$ cat src/rtl/core/fepm_pkg.sv
// Shared types and constants of the fuel economy pulse meter.
package fepm_pkg;

  localparam int TIMER_BITS_DEF = 16;
  localparam int SUM_BITS_DEF   = 18;

  localparam int WIN_W   = 18;
  localparam int TMO_W   = 16;
  localparam int LIM_W   = 6;
  localparam int CNT_W   = 17;
  localparam int SPD_W   = 27;
  localparam int FUEL_W  = 16;
  localparam int HIGH_W  = 16;
  localparam int HSUM_W  = 18;
  localparam int CFG_IDX_W = 2;
  localparam int CFG_DATA_W = 18;
  localparam int QUO_W   = 26;  // 1000 * 65535 fits in 26 bits

  localparam logic [CNT_W-1:0] COUNT_MAX = '1;
  localparam logic [WIN_W-1:0] WINDOW_RST = 18'd125000;
  localparam logic [TMO_W-1:0] TIMEOUT_RST = 16'd20000;
  localparam logic [LIM_W-1:0] INJ_LIM_RST = 6'd20;
  localparam logic [LIM_W-1:0] SPD_LIM_RST = 6'd10;

  typedef enum logic [CFG_IDX_W-1:0] {
    REG_WINDOW  = 2'd0,
    REG_TIMEOUT = 2'd1,
    REG_INJ_LIM = 2'd2,
    REG_SPD_LIM = 2'd3
  } cfg_reg_t;

  typedef enum logic [2:0] {
    ST_IDLE,
    ST_FUEL,
    ST_DIVIDE,
    ST_OUT
  } ctrl_state_t;

  // controller to datapath
  typedef struct packed {
    logic tick;
    logic calc_fuel;
    logic div_start;
    logic div_step;
    logic finish;
  } dp_cmd_t;

  // datapath to controller
  typedef struct packed {
    logic win_done;
    logic div_needed;
    logic div_last;
  } dp_status_t;

endpackage

$ cat src/rtl/core/fepm_ctrl.sv
// Controller sequencing ticks, result arithmetic and output hand-off.
module fepm_ctrl
  import fepm_pkg::*;
(
  input  logic       clk,
  input  logic       rst,
  input  logic       in_valid,
  output logic       in_ready,
  output logic       out_load,
  input  logic       out_free,
  output dp_cmd_t    cmd,
  input  dp_status_t status
);

  ctrl_state_t state, state_next;

  // next state
  always_comb begin
    state_next = state;
    case (state)
      ST_IDLE: begin
        if (in_valid && status.win_done) state_next = ST_FUEL;
      end
      ST_FUEL:   state_next = status.div_needed ? ST_DIVIDE : ST_OUT;
      ST_DIVIDE: if (status.div_last) state_next = ST_OUT;
      ST_OUT:    if (out_free) state_next = ST_IDLE;
      default:   state_next = ST_IDLE;
    endcase
  end

  always_ff @(posedge clk) begin
    if (rst) state <= ST_IDLE;
    else state <= state_next;
  end

  // outputs
  always_comb begin
    cmd = '0;
    in_ready = 1'b0;
    out_load = 1'b0;
    case (state)
      ST_IDLE: begin
        in_ready = 1'b1;
        cmd.tick = in_valid;
      end
      ST_FUEL: begin
        cmd.calc_fuel = 1'b1;
        cmd.div_start = status.div_needed;
      end
      ST_DIVIDE: cmd.div_step = 1'b1;
      ST_OUT: begin
        out_load = out_free;
        cmd.finish = out_free;
      end
      default: ;
    endcase
  end

  a_no_tick_busy: assert property (@(posedge clk) disable iff (rst)
    (state != ST_IDLE) |-> !cmd.tick) else $error("tick while busy");
  a_fuel_follows: assert property (@(posedge clk) disable iff (rst)
    (state == ST_IDLE && in_valid && status.win_done) |=> state == ST_FUEL)
    else $error("window end lost");
  a_load_once: assert property (@(posedge clk) disable iff (rst)
    out_load |=> !out_load) else $error("double load");

endmodule

$ cat src/rtl/core/fepm_dp.sv
// Datapath: pulse timers, window sums, result arithmetic and divider.
module fepm_dp
  import fepm_pkg::*;
#(
  parameter int TIMER_BITS = TIMER_BITS_DEF,
  parameter int SUM_BITS   = SUM_BITS_DEF
) (
  input  logic              clk,
  input  logic              rst,
  input  logic [WIN_W-1:0]  window_ticks,
  input  logic [TMO_W-1:0]  low_timeout_ticks,
  input  logic [LIM_W-1:0]  inj_no_pulse_limit,
  input  logic [LIM_W-1:0]  spd_no_pulse_limit,
  input  logic              inj_level,
  input  logic              spd_level,
  input  dp_cmd_t           cmd,
  output dp_status_t        status,
  output logic [HIGH_W-1:0] r_high,
  output logic [HSUM_W-1:0] r_hsum,
  output logic [CNT_W-1:0]  r_count,
  output logic [SPD_W-1:0]  r_speed,
  output logic [FUEL_W-1:0] r_fuel,
  output logic [FUEL_W-1:0] r_econ,
  output logic              r_inj_abort,
  output logic              r_sat
);

  localparam logic [SUM_BITS-1:0] SUM_MAX = '1;
  localparam int DIV_STEPS = QUO_W;
  localparam int DC_W = $clog2(DIV_STEPS + 1);

  logic meas_inj, waiting_low;
  logic [TIMER_BITS-1:0] pulse_timer, high_width, low_width;
  logic [SUM_BITS-1:0] window_sum, high_sum;
  logic [LIM_W-1:0] zero_cnt;
  logic [CNT_W-1:0] speed_pulses;
  logic [SPD_W-1:0] speed_value;
  logic [FUEL_W-1:0] fuel_kept, econ_kept;
  logic inj_abort_r;

  // combinational tick evaluation
  logic level, pulse_done, new_wait;
  logic [TIMER_BITS-1:0] timer_inc, hw_eff, lw_eff;
  logic [SUM_BITS:0] wsum_add, hsum_add;
  logic [SUM_BITS-1:0] wsum_new, hsum_new;
  logic [TIMER_BITS:0] pulse_len;
  logic zero_pulse, spd_abort, inj_abort, spd_end, inj_end;
  logic [CNT_W-1:0] cnt_new;

  always_comb begin
    level = meas_inj ? inj_level : spd_level;
    timer_inc = pulse_timer + 1'b1;
    hw_eff = waiting_low ? high_width : pulse_timer;
    new_wait = waiting_low || !level;
    lw_eff = low_width;
    pulse_done = 1'b0;
    if (new_wait) begin
      if (level && waiting_low) begin
        lw_eff = pulse_timer;
        pulse_done = 1'b1;
      end else if (!level) begin
        // first low tick counts as one when entering low phase
        pulse_done = ({{(32-TIMER_BITS){1'b0}}, (waiting_low ? timer_inc
                       : {{(TIMER_BITS-1){1'b0}}, 1'b1})})
                     > {16'd0, low_timeout_ticks};
      end
    end
    pulse_len = {1'b0, hw_eff} + {1'b0, lw_eff};
    wsum_add = {1'b0, window_sum} + (SUM_BITS + 1)'(pulse_len);
    if (TIMER_BITS + 1 > SUM_BITS + 1 && (pulse_len >> SUM_BITS) != 0)
      wsum_add = '1;
    wsum_new = wsum_add[SUM_BITS] ? SUM_MAX : wsum_add[SUM_BITS-1:0];
    hsum_add = {1'b0, high_sum} + (SUM_BITS + 1)'(hw_eff);
    if (TIMER_BITS > SUM_BITS && (hw_eff >> SUM_BITS) != 0) hsum_add = '1;
    hsum_new = hsum_add[SUM_BITS] ? SUM_MAX : hsum_add[SUM_BITS-1:0];
    cnt_new = (speed_pulses == COUNT_MAX) ? COUNT_MAX : speed_pulses + 1'b1;
    zero_pulse = (hw_eff == '0);
    spd_abort = zero_pulse && (zero_cnt >= spd_no_pulse_limit);
    inj_abort = zero_pulse && (zero_cnt >= inj_no_pulse_limit);
    spd_end = !spd_abort && ({{(32-SUM_BITS){1'b0}}, wsum_new}
              >= {14'd0, window_ticks});
    inj_end = inj_abort || ({{(32-SUM_BITS){1'b0}}, wsum_new}
              >= {14'd0, window_ticks});
  end

  assign status.win_done = meas_inj && pulse_done && inj_end;

  // speed scaling: count * 73476 / 100 = count * 734 + count * 19 / 25,
  // the division by 25 as reciprocal multiply; speed sums registered parts
  localparam logic [26:0] SPD_RECIP = 27'd102005490;  // 19 * ceil(2^27 / 25)
  logic [CNT_W+27-1:0] spd_frac_prod;
  logic [SPD_W-1:0] spd_base, spd_base_r;
  logic [CNT_W-1:0] spd_frac_r;
  logic spd_load;
  assign spd_frac_prod = (CNT_W + 27)'(cnt_new) * (CNT_W + 27)'(SPD_RECIP);
  assign spd_base = SPD_W'(cnt_new) * SPD_W'(10'd734);

  // fuel scaling: sum * 117 / 625 by reciprocal multiply, saturated
  localparam int FUEL_K = SUM_BITS + 17;
  localparam int FUEL_PW = SUM_BITS + FUEL_K;
  localparam longint FUEL_RECIP = ((64'd1 << FUEL_K) + 64'd624) / 64'd625 * 64'd117;
  logic [FUEL_PW-1:0] fuel_prod;
  logic [SUM_BITS-1:0] fuel_div;
  logic [FUEL_W-1:0] fuel_sat;
  assign fuel_prod = FUEL_PW'(high_sum) * FUEL_PW'(FUEL_RECIP);
  assign fuel_div = fuel_prod[FUEL_PW-1:FUEL_K];
  assign fuel_sat = ((fuel_div >> FUEL_W) != '0) ? '1 : FUEL_W'(fuel_div);

  // restoring divider for 1000 * fuel / speed
  logic [QUO_W-1:0] div_q;
  logic [SPD_W:0] div_rem;
  logic [DC_W-1:0] div_cnt;
  logic [SPD_W:0] rem_sh, rem_sub;
  assign rem_sh = {div_rem[SPD_W-1:0], div_q[QUO_W-1]};
  assign rem_sub = rem_sh - {1'b0, speed_value};
  assign status.div_needed = !inj_abort_r && (speed_value != '0);
  assign status.div_last = (div_cnt == DC_W'(1));

  always_ff @(posedge clk) begin
    if (rst) begin
      meas_inj <= 1'b0;
      waiting_low <= 1'b0;
      pulse_timer <= '0;
      high_width <= '0;
      low_width <= '0;
      window_sum <= '0;
      high_sum <= '0;
      zero_cnt <= '0;
      speed_pulses <= '0;
      speed_value <= '0;
      fuel_kept <= '0;
      econ_kept <= '0;
      inj_abort_r <= 1'b0;
      r_sat <= 1'b0;
      div_cnt <= '0;
      spd_load <= 1'b0;
    end else begin
      // finish the speed scaling started at the speed window end
      spd_load <= 1'b0;
      if (spd_load) speed_value <= spd_base_r + SPD_W'(spd_frac_r);
      if (cmd.tick) begin
        if (!new_wait) begin
          pulse_timer <= timer_inc;
        end else begin
          if (!waiting_low) high_width <= pulse_timer;
          waiting_low <= !pulse_done;
          low_width <= lw_eff;
          pulse_timer <= pulse_done ? '0 : (waiting_low ? timer_inc : TIMER_BITS'(1));
          if (pulse_done) begin
            if (!meas_inj) begin
              window_sum <= wsum_new;
              speed_pulses <= cnt_new;
              if (zero_pulse && !spd_abort) zero_cnt <= zero_cnt + 1'b1;
              if (spd_abort || spd_end) begin
                meas_inj <= 1'b1;
                waiting_low <= 1'b0;
                high_width <= '0;
                low_width <= '0;
                window_sum <= '0;
                high_sum <= '0;
                zero_cnt <= '0;
                if (spd_abort) begin
                  speed_pulses <= '0;
                end else begin
                  spd_load <= 1'b1;
                  spd_base_r <= spd_base;
                  spd_frac_r <= spd_frac_prod[CNT_W+26:27];
                end
              end
            end else begin
              if (zero_pulse && !inj_abort) zero_cnt <= zero_cnt + 1'b1;
              if (!inj_abort) begin
                window_sum <= wsum_new;
                high_sum <= hsum_new;
              end
              high_width <= hw_eff;
              inj_abort_r <= inj_abort;
            end
          end
        end
      end
      if (cmd.calc_fuel) begin
        r_sat <= 1'b0;
        if (!inj_abort_r) begin
          fuel_kept <= fuel_sat;
          if (speed_value == '0) begin
            econ_kept <= '1;
            r_sat <= 1'b1;
          end
        end
      end
      if (cmd.div_start) begin
        div_cnt <= DC_W'(DIV_STEPS);
        div_rem <= '0;
        div_q <= QUO_W'({fuel_sat, 10'd0}) - QUO_W'({fuel_sat, 4'd0})
               - QUO_W'({fuel_sat, 3'd0});
      end else if (cmd.div_step) begin
        div_cnt <= div_cnt - 1'b1;
        if (!rem_sub[SPD_W]) begin
          div_rem <= rem_sub;
          div_q <= {div_q[QUO_W-2:0], 1'b1};
        end else begin
          div_rem <= rem_sh;
          div_q <= {div_q[QUO_W-2:0], 1'b0};
        end
        if (status.div_last) begin
          if (({div_q[QUO_W-2:0], !rem_sub[SPD_W]} >> FUEL_W) != '0) begin
            econ_kept <= '1;
            r_sat <= 1'b1;
          end else begin
            econ_kept <= FUEL_W'({div_q[QUO_W-2:0], !rem_sub[SPD_W]});
          end
        end
      end
      if (cmd.finish) begin
        meas_inj <= 1'b0;
        waiting_low <= 1'b0;
        pulse_timer <= '0;
        high_width <= '0;
        low_width <= '0;
        window_sum <= '0;
        high_sum <= '0;
        zero_cnt <= '0;
        speed_pulses <= '0;
      end
    end
  end

  assign r_high = HIGH_W'(high_width);
  assign r_hsum = HSUM_W'(high_sum);
  assign r_count = speed_pulses;
  assign r_speed = speed_value;
  assign r_fuel = fuel_kept;
  assign r_econ = econ_kept;
  assign r_inj_abort = inj_abort_r;

  a_div_idle: assert property (@(posedge clk) disable iff (rst)
    cmd.div_start |=> div_cnt == DC_W'(DIV_STEPS)) else $error("divider not loaded");
  a_window_limit: assert property (@(posedge clk) disable iff (rst)
    $rose(meas_inj) |-> window_sum == '0) else $error("window not cleared");
  a_abort_no_sum: assert property (@(posedge clk) disable iff (rst)
    (cmd.tick && status.win_done && inj_abort) |=> high_sum == $past(high_sum))
    else $error("aborted window summed");

endmodule

$ cat src/rtl/core/fuel_economy_pulse_meter_core.sv
// Ticks: a tick without a window end leaves ready high.
// Injector window end: fuel scale, then the restoring divider (1000 * ml/h / speed),
// then the result loads into the output register.
// Throughput: one tick per cycle, stalled at each injector window end (shorter
// when the divider is skipped), longer while the output is held.
// Reset (rst, synchronous): registers to defaults, speed window first, outputs empty.
module fuel_economy_pulse_meter_core
  import fepm_pkg::*;
#(
  parameter int TIMER_BITS = TIMER_BITS_DEF,
  parameter int SUM_BITS   = SUM_BITS_DEF
) (
  input  logic                  clk,
  input  logic                  rst,
  input  logic                  cfg_we,
  input  logic [CFG_IDX_W-1:0]  cfg_index,
  input  logic [CFG_DATA_W-1:0] cfg_data,
  input  logic                  s_tvalid,
  output logic                  s_tready,
  input  logic [7:0]            s_tdata,   // [0] inj_level, [1] spd_level
  output logic                  m_tvalid,
  input  logic                  m_tready,
  // [15:0] inj_last_high_ticks, [33:16] inj_high_sum_ticks, [50:34] spd_pulse_count,
  // [77:51] speed_centi_kmh, [93:78] fuel_ml_per_h, [109:94] fuel_centil_per_100km,
  // [110] inj_aborted, [111] spd_aborted, [112] economy_saturated
  output logic [119:0]          m_tdata
);

  logic [WIN_W-1:0] window_ticks;
  logic [TMO_W-1:0] low_timeout_ticks;
  logic [LIM_W-1:0] inj_lim, spd_lim;

  // hold configuration registers
  always_ff @(posedge clk) begin
    if (rst) begin
      window_ticks <= WINDOW_RST;
      low_timeout_ticks <= TIMEOUT_RST;
      inj_lim <= INJ_LIM_RST;
      spd_lim <= SPD_LIM_RST;
    end else if (cfg_we) begin
      case (cfg_reg_t'(cfg_index))
        REG_WINDOW:  window_ticks <= cfg_data;
        REG_TIMEOUT: low_timeout_ticks <= cfg_data[TMO_W-1:0];
        REG_INJ_LIM: inj_lim <= cfg_data[LIM_W-1:0];
        REG_SPD_LIM: spd_lim <= cfg_data[LIM_W-1:0];
        default: ;
      endcase
    end
  end

  dp_cmd_t cmd;
  dp_status_t status;
  logic out_load, out_free, in_ready;
  logic [HIGH_W-1:0] r_high;
  logic [HSUM_W-1:0] r_hsum;
  logic [CNT_W-1:0] r_count;
  logic [SPD_W-1:0] r_speed;
  logic [FUEL_W-1:0] r_fuel, r_econ;
  logic r_inj_abort, r_sat;

  fepm_ctrl u_ctrl (
    .clk(clk), .rst(rst), .in_valid(s_tvalid), .in_ready(in_ready),
    .out_load(out_load), .out_free(out_free), .cmd(cmd), .status(status)
  );

  fepm_dp #(.TIMER_BITS(TIMER_BITS), .SUM_BITS(SUM_BITS)) u_dp (
    .clk(clk), .rst(rst), .window_ticks(window_ticks),
    .low_timeout_ticks(low_timeout_ticks), .inj_no_pulse_limit(inj_lim),
    .spd_no_pulse_limit(spd_lim), .inj_level(s_tdata[0]), .spd_level(s_tdata[1]),
    .cmd(cmd), .status(status), .r_high(r_high), .r_hsum(r_hsum),
    .r_count(r_count), .r_speed(r_speed), .r_fuel(r_fuel), .r_econ(r_econ),
    .r_inj_abort(r_inj_abort), .r_sat(r_sat)
  );

  assign s_tready = in_ready;
  assign out_free = !m_tvalid || m_tready;

  // output register
  always_ff @(posedge clk) begin
    if (rst) begin
      m_tvalid <= 1'b0;
    end else if (out_load) begin
      m_tvalid <= 1'b1;
    end else if (m_tready) begin
      m_tvalid <= 1'b0;
    end
  end

  always_ff @(posedge clk) begin
    if (out_load) begin
      m_tdata <= {7'd0, r_sat, (r_count == '0), r_inj_abort, r_econ, r_fuel,
                  r_speed, r_count, r_hsum, r_high};
    end
  end

  a_hold: assert property (@(posedge clk) disable iff (rst)
    (m_tvalid && !m_tready) |=> $stable(m_tdata)) else $error("payload changed");
  a_keep: assert property (@(posedge clk) disable iff (rst)
    (m_tvalid && !m_tready) |=> m_tvalid) else $error("valid dropped");
  a_no_overwrite: assert property (@(posedge clk) disable iff (rst)
    out_load |-> (!m_tvalid || m_tready)) else $error("result overwritten");

endmodule
$ cat config.mk
export PLATFORM = sky130hd
export DESIGN_NAME = fuel_economy_pulse_meter_core
export DESIGN_NICKNAME = d
export VERILOG_FILES = /design/src/rtl/core/fepm_pkg.sv /design/src/rtl/core/fepm_ctrl.sv /design/src/rtl/core/fepm_dp.sv /design/src/rtl/core/fuel_economy_pulse_meter_core.sv
export SDC_FILE = /design/constraint.sdc
export NUM_CORES = 2
export LEC_CHECK = 0
export BUFFER_PORTS_ARGS = -buffer_cell sky130_fd_sc_hd__buf_2
export CAP_MARGIN = 20
export CELL_PAD_IN_SITES_DETAIL_PLACEMENT = 0
export CELL_PAD_IN_SITES_GLOBAL_PLACEMENT = 2
export CORE_UTILIZATION = 25
export CTS_CLUSTER_DIAMETER = 50
export CTS_CLUSTER_SIZE = 30
export DETAILED_ROUTE_END_ITERATION = 12
export GPL_TIMING_DRIVEN = 1
export PLACE_DENSITY = 0.55
export SETUP_SLACK_MARGIN = 0.3
export SYNTH_ARGS = -nofsm -noshare
export SYNTH_HDL_FRONTEND = slang
export SYNTH_SLANG_ARGS = --single-unit
export TNS_END_PERCENT = 100
$ cat constraint.sdc
create_clock -name clk -period 10.8 [get_ports clk]
set_clock_uncertainty 0.05 [all_clocks]
set_input_delay 0.54 -clock clk [delete_from_list [all_inputs] [get_ports clk]]
set_output_delay 0.54 -clock clk [all_outputs]
set_load 0.005 [all_outputs]
==> key figures <==
Outcome
  – Outcome: finished clean

Power and ir drop
  – Leakage Power: 23.55 nW
  – P per Cell Area: 104.1 mW/mm²
  – Max IR drop VDD: 0.1219 mV

Yosys
  – YS warnings: 0
  – Top_reg_cell synth: dfxtp_1
  – Seq cells post-synth: 434
  – Cell count after synthesis: 4,347
  – Synth unique cells: 85
  – Avg Synthesized Cell Area: 9.757 µm²
  – Async SR Flop Fraction: 0
  – Synth area leader: fa_1
  – Area contributors post-synth: fa_1 23%, ha_1 15%, edfxtp_1 15%
  – Mapped Area: 0.04241 mm²
  – Post-synth top area share: 0.2303
  – Seq/Total Area, Yosys: 0.2542
  – Post-synth EDFFs: 209

Setup path
  – Crit Path Max Fanout: 8
  – R2R Path End: u_dp.div_q[23]
  – Slowest CP cell: fa_1
  – Arr. time, crit path: 10.21 ns
  – Crit path capture type: flip-flop
  – CP endpoint: u_dp.div_q[23]
  – CP Class: reg2reg
  – R2r worst-path depth: 33
  – CP startpoint: u_dp.r_hsum[9]
  – Most common cell on crit path: fa_1
  – Critical path launch point type: flip-flop
  – Required @ worst endpoint: 11.17 ns
  – Slowest stage delay, CP: 0.78 ns
  – R2r startpoint: u_dp.r_hsum[9]
  – Setup slack, reg-to-reg: 0.96 ns

Timing
  – Final Cycle Share: 0.9111
  – Setup TNS: 0 ns
  – RSZ-0062 raised after global routing: false
  – Final WS setup: 0.9605 ns
  – Post-route minimum period: 9.840 ns
  – Tightest Pin Transition: 1.103 ns
  – Worst relative slew slack: 0.2646
  – Peak Freq: 101.6 MHz
  – Setup violations, final: 0
  – Pins Over Slew Limit: 0
  – Final Hold Fails: 0

Die
  – Width of the die: 413.9 µm
  – Starting Density: 0.2528
  – Cell Rows: 150
  – Core ar.: 0.1678 mm²
  – Ports: 155
  – Die ar.: 0.1713 mm²
  – Chip Height: 413.9 µm

Drt
  – Initial DRC Count: 1,534
  – DRC Markers: 0
  – Drt via density: 4.465
  – Final WL: 137,800 µm
  – Pre-antenna DRT Iters: 5
  – M1 wire length: 65,970 µm
  – Vias post-DR: 30,400
  – Avg WL per Cell: 20.24 µm
  – ANT nets after route: 0
  – Met3 wire len: 5138 µm
  – Uppermost routed layer: met4
  – Met2 WL: 63,910 µm

Clock tree
  – Total CTS buffers: 81
  – CTS Root Cell: clkbuf_16
  – CTS Buffer Depth: 3
  – Worst-skew pair later-pin latency: 0.71 ns
  – CTS tree: done
  – CTS clk-pin slew, worst paths: 0.06 ns
  – Clock sinks: 434
  – Htree depth: 3

Placed design
  – HPWL Detailed: 112,900 µm
  – Post-place setup slack: 0.6221 ns
  – Buffers on Ports: 141
  – Final GP Congestion: 0.8585

Finish
  – Post-layout nets: 5,577
  – Area growth from synthesis to layout: 15.70%
  – Share of layout cells above drive strength 1: 0.08842
  – Fill cells: 17,860

Global routing
  – GRT overflow: 0
  – Pin count of the biggest net entering global routing: 70
  – Vias in the first global route: 31,730
  – Antenna violations before repair: 3
  – First-pass GRT wire length: 207,600 µm
  – GRT Total Usage: 0.1631

Worst hold path
  – Hold WC Path Type: in2reg

Run
  – Max Cap Viol: 0
[timing repair]
action | CTS | global route
hold buffers | 8 | 0
gates resized for setup | 0 | 2
buffers inserted | 0 | 0
setup endpoints to repair | 0 | 2
hold endpoints to repair | 10 | 0
[area by class of cell]
type                       count  area [µm²]  area share
multi-input combinational   2918       27920      0.5690
sequential                   434       10780      0.2197
inverter                     889        3337     0.06800
tap                         2204        2758     0.05620
clock buffer                  92        2162     0.04406
timing repair buffer         210        1246     0.02540
clock inverter                60       864.6     0.01762
antenna                        1       2.502  0.00005099
[routing by layer]
metal	vias to the layer above	GRT usage
li1	14850	-
met1	14960	0.2261
met2	454	0.2666
met3	136	0.02347
met4	0	0.03619
met5	-	0
[how the worst min path moves through the flow]
| stage | from | end | depth (start not counted) |
|---|---|---|---|
| final | cfg_data[9] | window_ticks[9] | 3 |
| after global routing | cfg_data[15] | low_timeout_ticks[15] | 3 |
| after CTS | cfg_data[15] | low_timeout_ticks[15] | 3 |
| after detailed placement | u_dp.r_fuel[12] | m_tdata[90] | 0 |
| after global placement | u_dp.r_fuel[9] | m_tdata[87] | 0 |
| after floorplan | u_dp.r_count[3] | m_tdata[37] | 0 |
[critical path: cells and delay by family (launching register included)]
| family | cells | cell delay [ns] |
|---|---|---|
| compound gates | 15 | 3.59 |
| xor+xnor | 2 | 0.40 |
| fa+ha+maj | 9 | 4.13 |
| buf+inv | 5 | 0.60 |
| flops | 1 | 0.52 |
| simple gates | 2 | 0.28 |
[placed cells by master, fill, tap and decap left out, drive strengths merged, types with 13 or more instances in the layout]
| cell type | n |
|---|---|
| edfxtp | 209 |
| xor2 | 50 |
| ha | 522 |
| a21o | 83 |
| nand3 | 56 |
| or3 | 20 |
| o22ai | 17 |
| a211oi | 21 |
| a21oi | 241 |
| nand3b | 21 |
| nor4 | 25 |
| o211ai | 31 |
| xnor2 | 109 |
| dfxtp | 225 |
| o21bai | 19 |
| nand2b | 23 |
| clkbuf | 92 |
| inv | 902 |
| o21a | 31 |
| nor2 | 282 |
| fa | 488 |
| and3 | 42 |
| nor2b | 35 |
| o21ai | 146 |
| mux2 | 14 |
| nand4 | 35 |
| nor3 | 64 |
| and2 | 18 |
| clkinv | 27 |
| a22o | 17 |
| a2bb2oi | 18 |
| a22oi | 19 |
| bufinv | 13 |
| mux2i | 75 |
| nand2 | 238 |
| a31oi | 19 |
| buf | 202 |
[per-stage QoR]
stage | cells | power (W) | hold slack, ns | utilization | cell area (µm²)
finish | 6808 | 0.005107 | 0.07972 | 0.2925 | 49070
global route | 6807 | 0.005334 | 0.02541 | 0.2925 | 49070
CTS | 6807 | 0.005216 | 0.003249 | 0.2924 | 49060
detailed placement | 6647 | 0.002304 | 0.3671 | 0.2739 | 45960
global placement | 6647 | 0.002305 | 0.3685 | 0.2739 | 45960
floorplan | 4353 | 0.002143 | 0.3529 | - | 42440
[power by group]
part,leakage (nW),total (W),switching (W),internal [W]
sequential,3.72,0.00181,0.0000328,0.00178
clock,1.46,0.00284,0.00105,0.00179
combinational,18.4,0.000454,0.000293,0.000160
[cells by family (layout without fill, tap and decap cells)]
group           count (synthesis)  after routing  share of synthesized area
buf+inv                      1001           1251                    0.08995
compound gates                755            755                     0.1163
flops                         434            434                     0.2542
fa+ha+maj                    1010           1010                     0.3843
mux                            89             89                    0.02142
other cells                     1              8                 0.00008842
xor+xnor                      159            159                    0.03336
simple gates                  898            898                     0.1004
[synth_stat cells (all sizes together) (81+ instances only)]
master and number:
nand2 238, clkbuf 81, inv 888, o21ai 146, edfxtp 209, fa 488, a21o 83, dfxtp 225
ha 522, nor2 282, a21oi 241, xnor2 109
[flip-flops by register name (all words and copies together) (netlist names), 17 cells and up]
name / cells
u_dp.r_hsum: 18
u_dp.div_q: 26
u_dp.r_speed: 27
u_dp.spd_base_r: 26
u_dp.window_sum: 18
window_ticks: 18
m_tdata: 113
u_dp.div_rem: 27
u_dp.spd_frac_r: 17
u_dp.r_count: 17
Power figures use the tool's default switching activity.
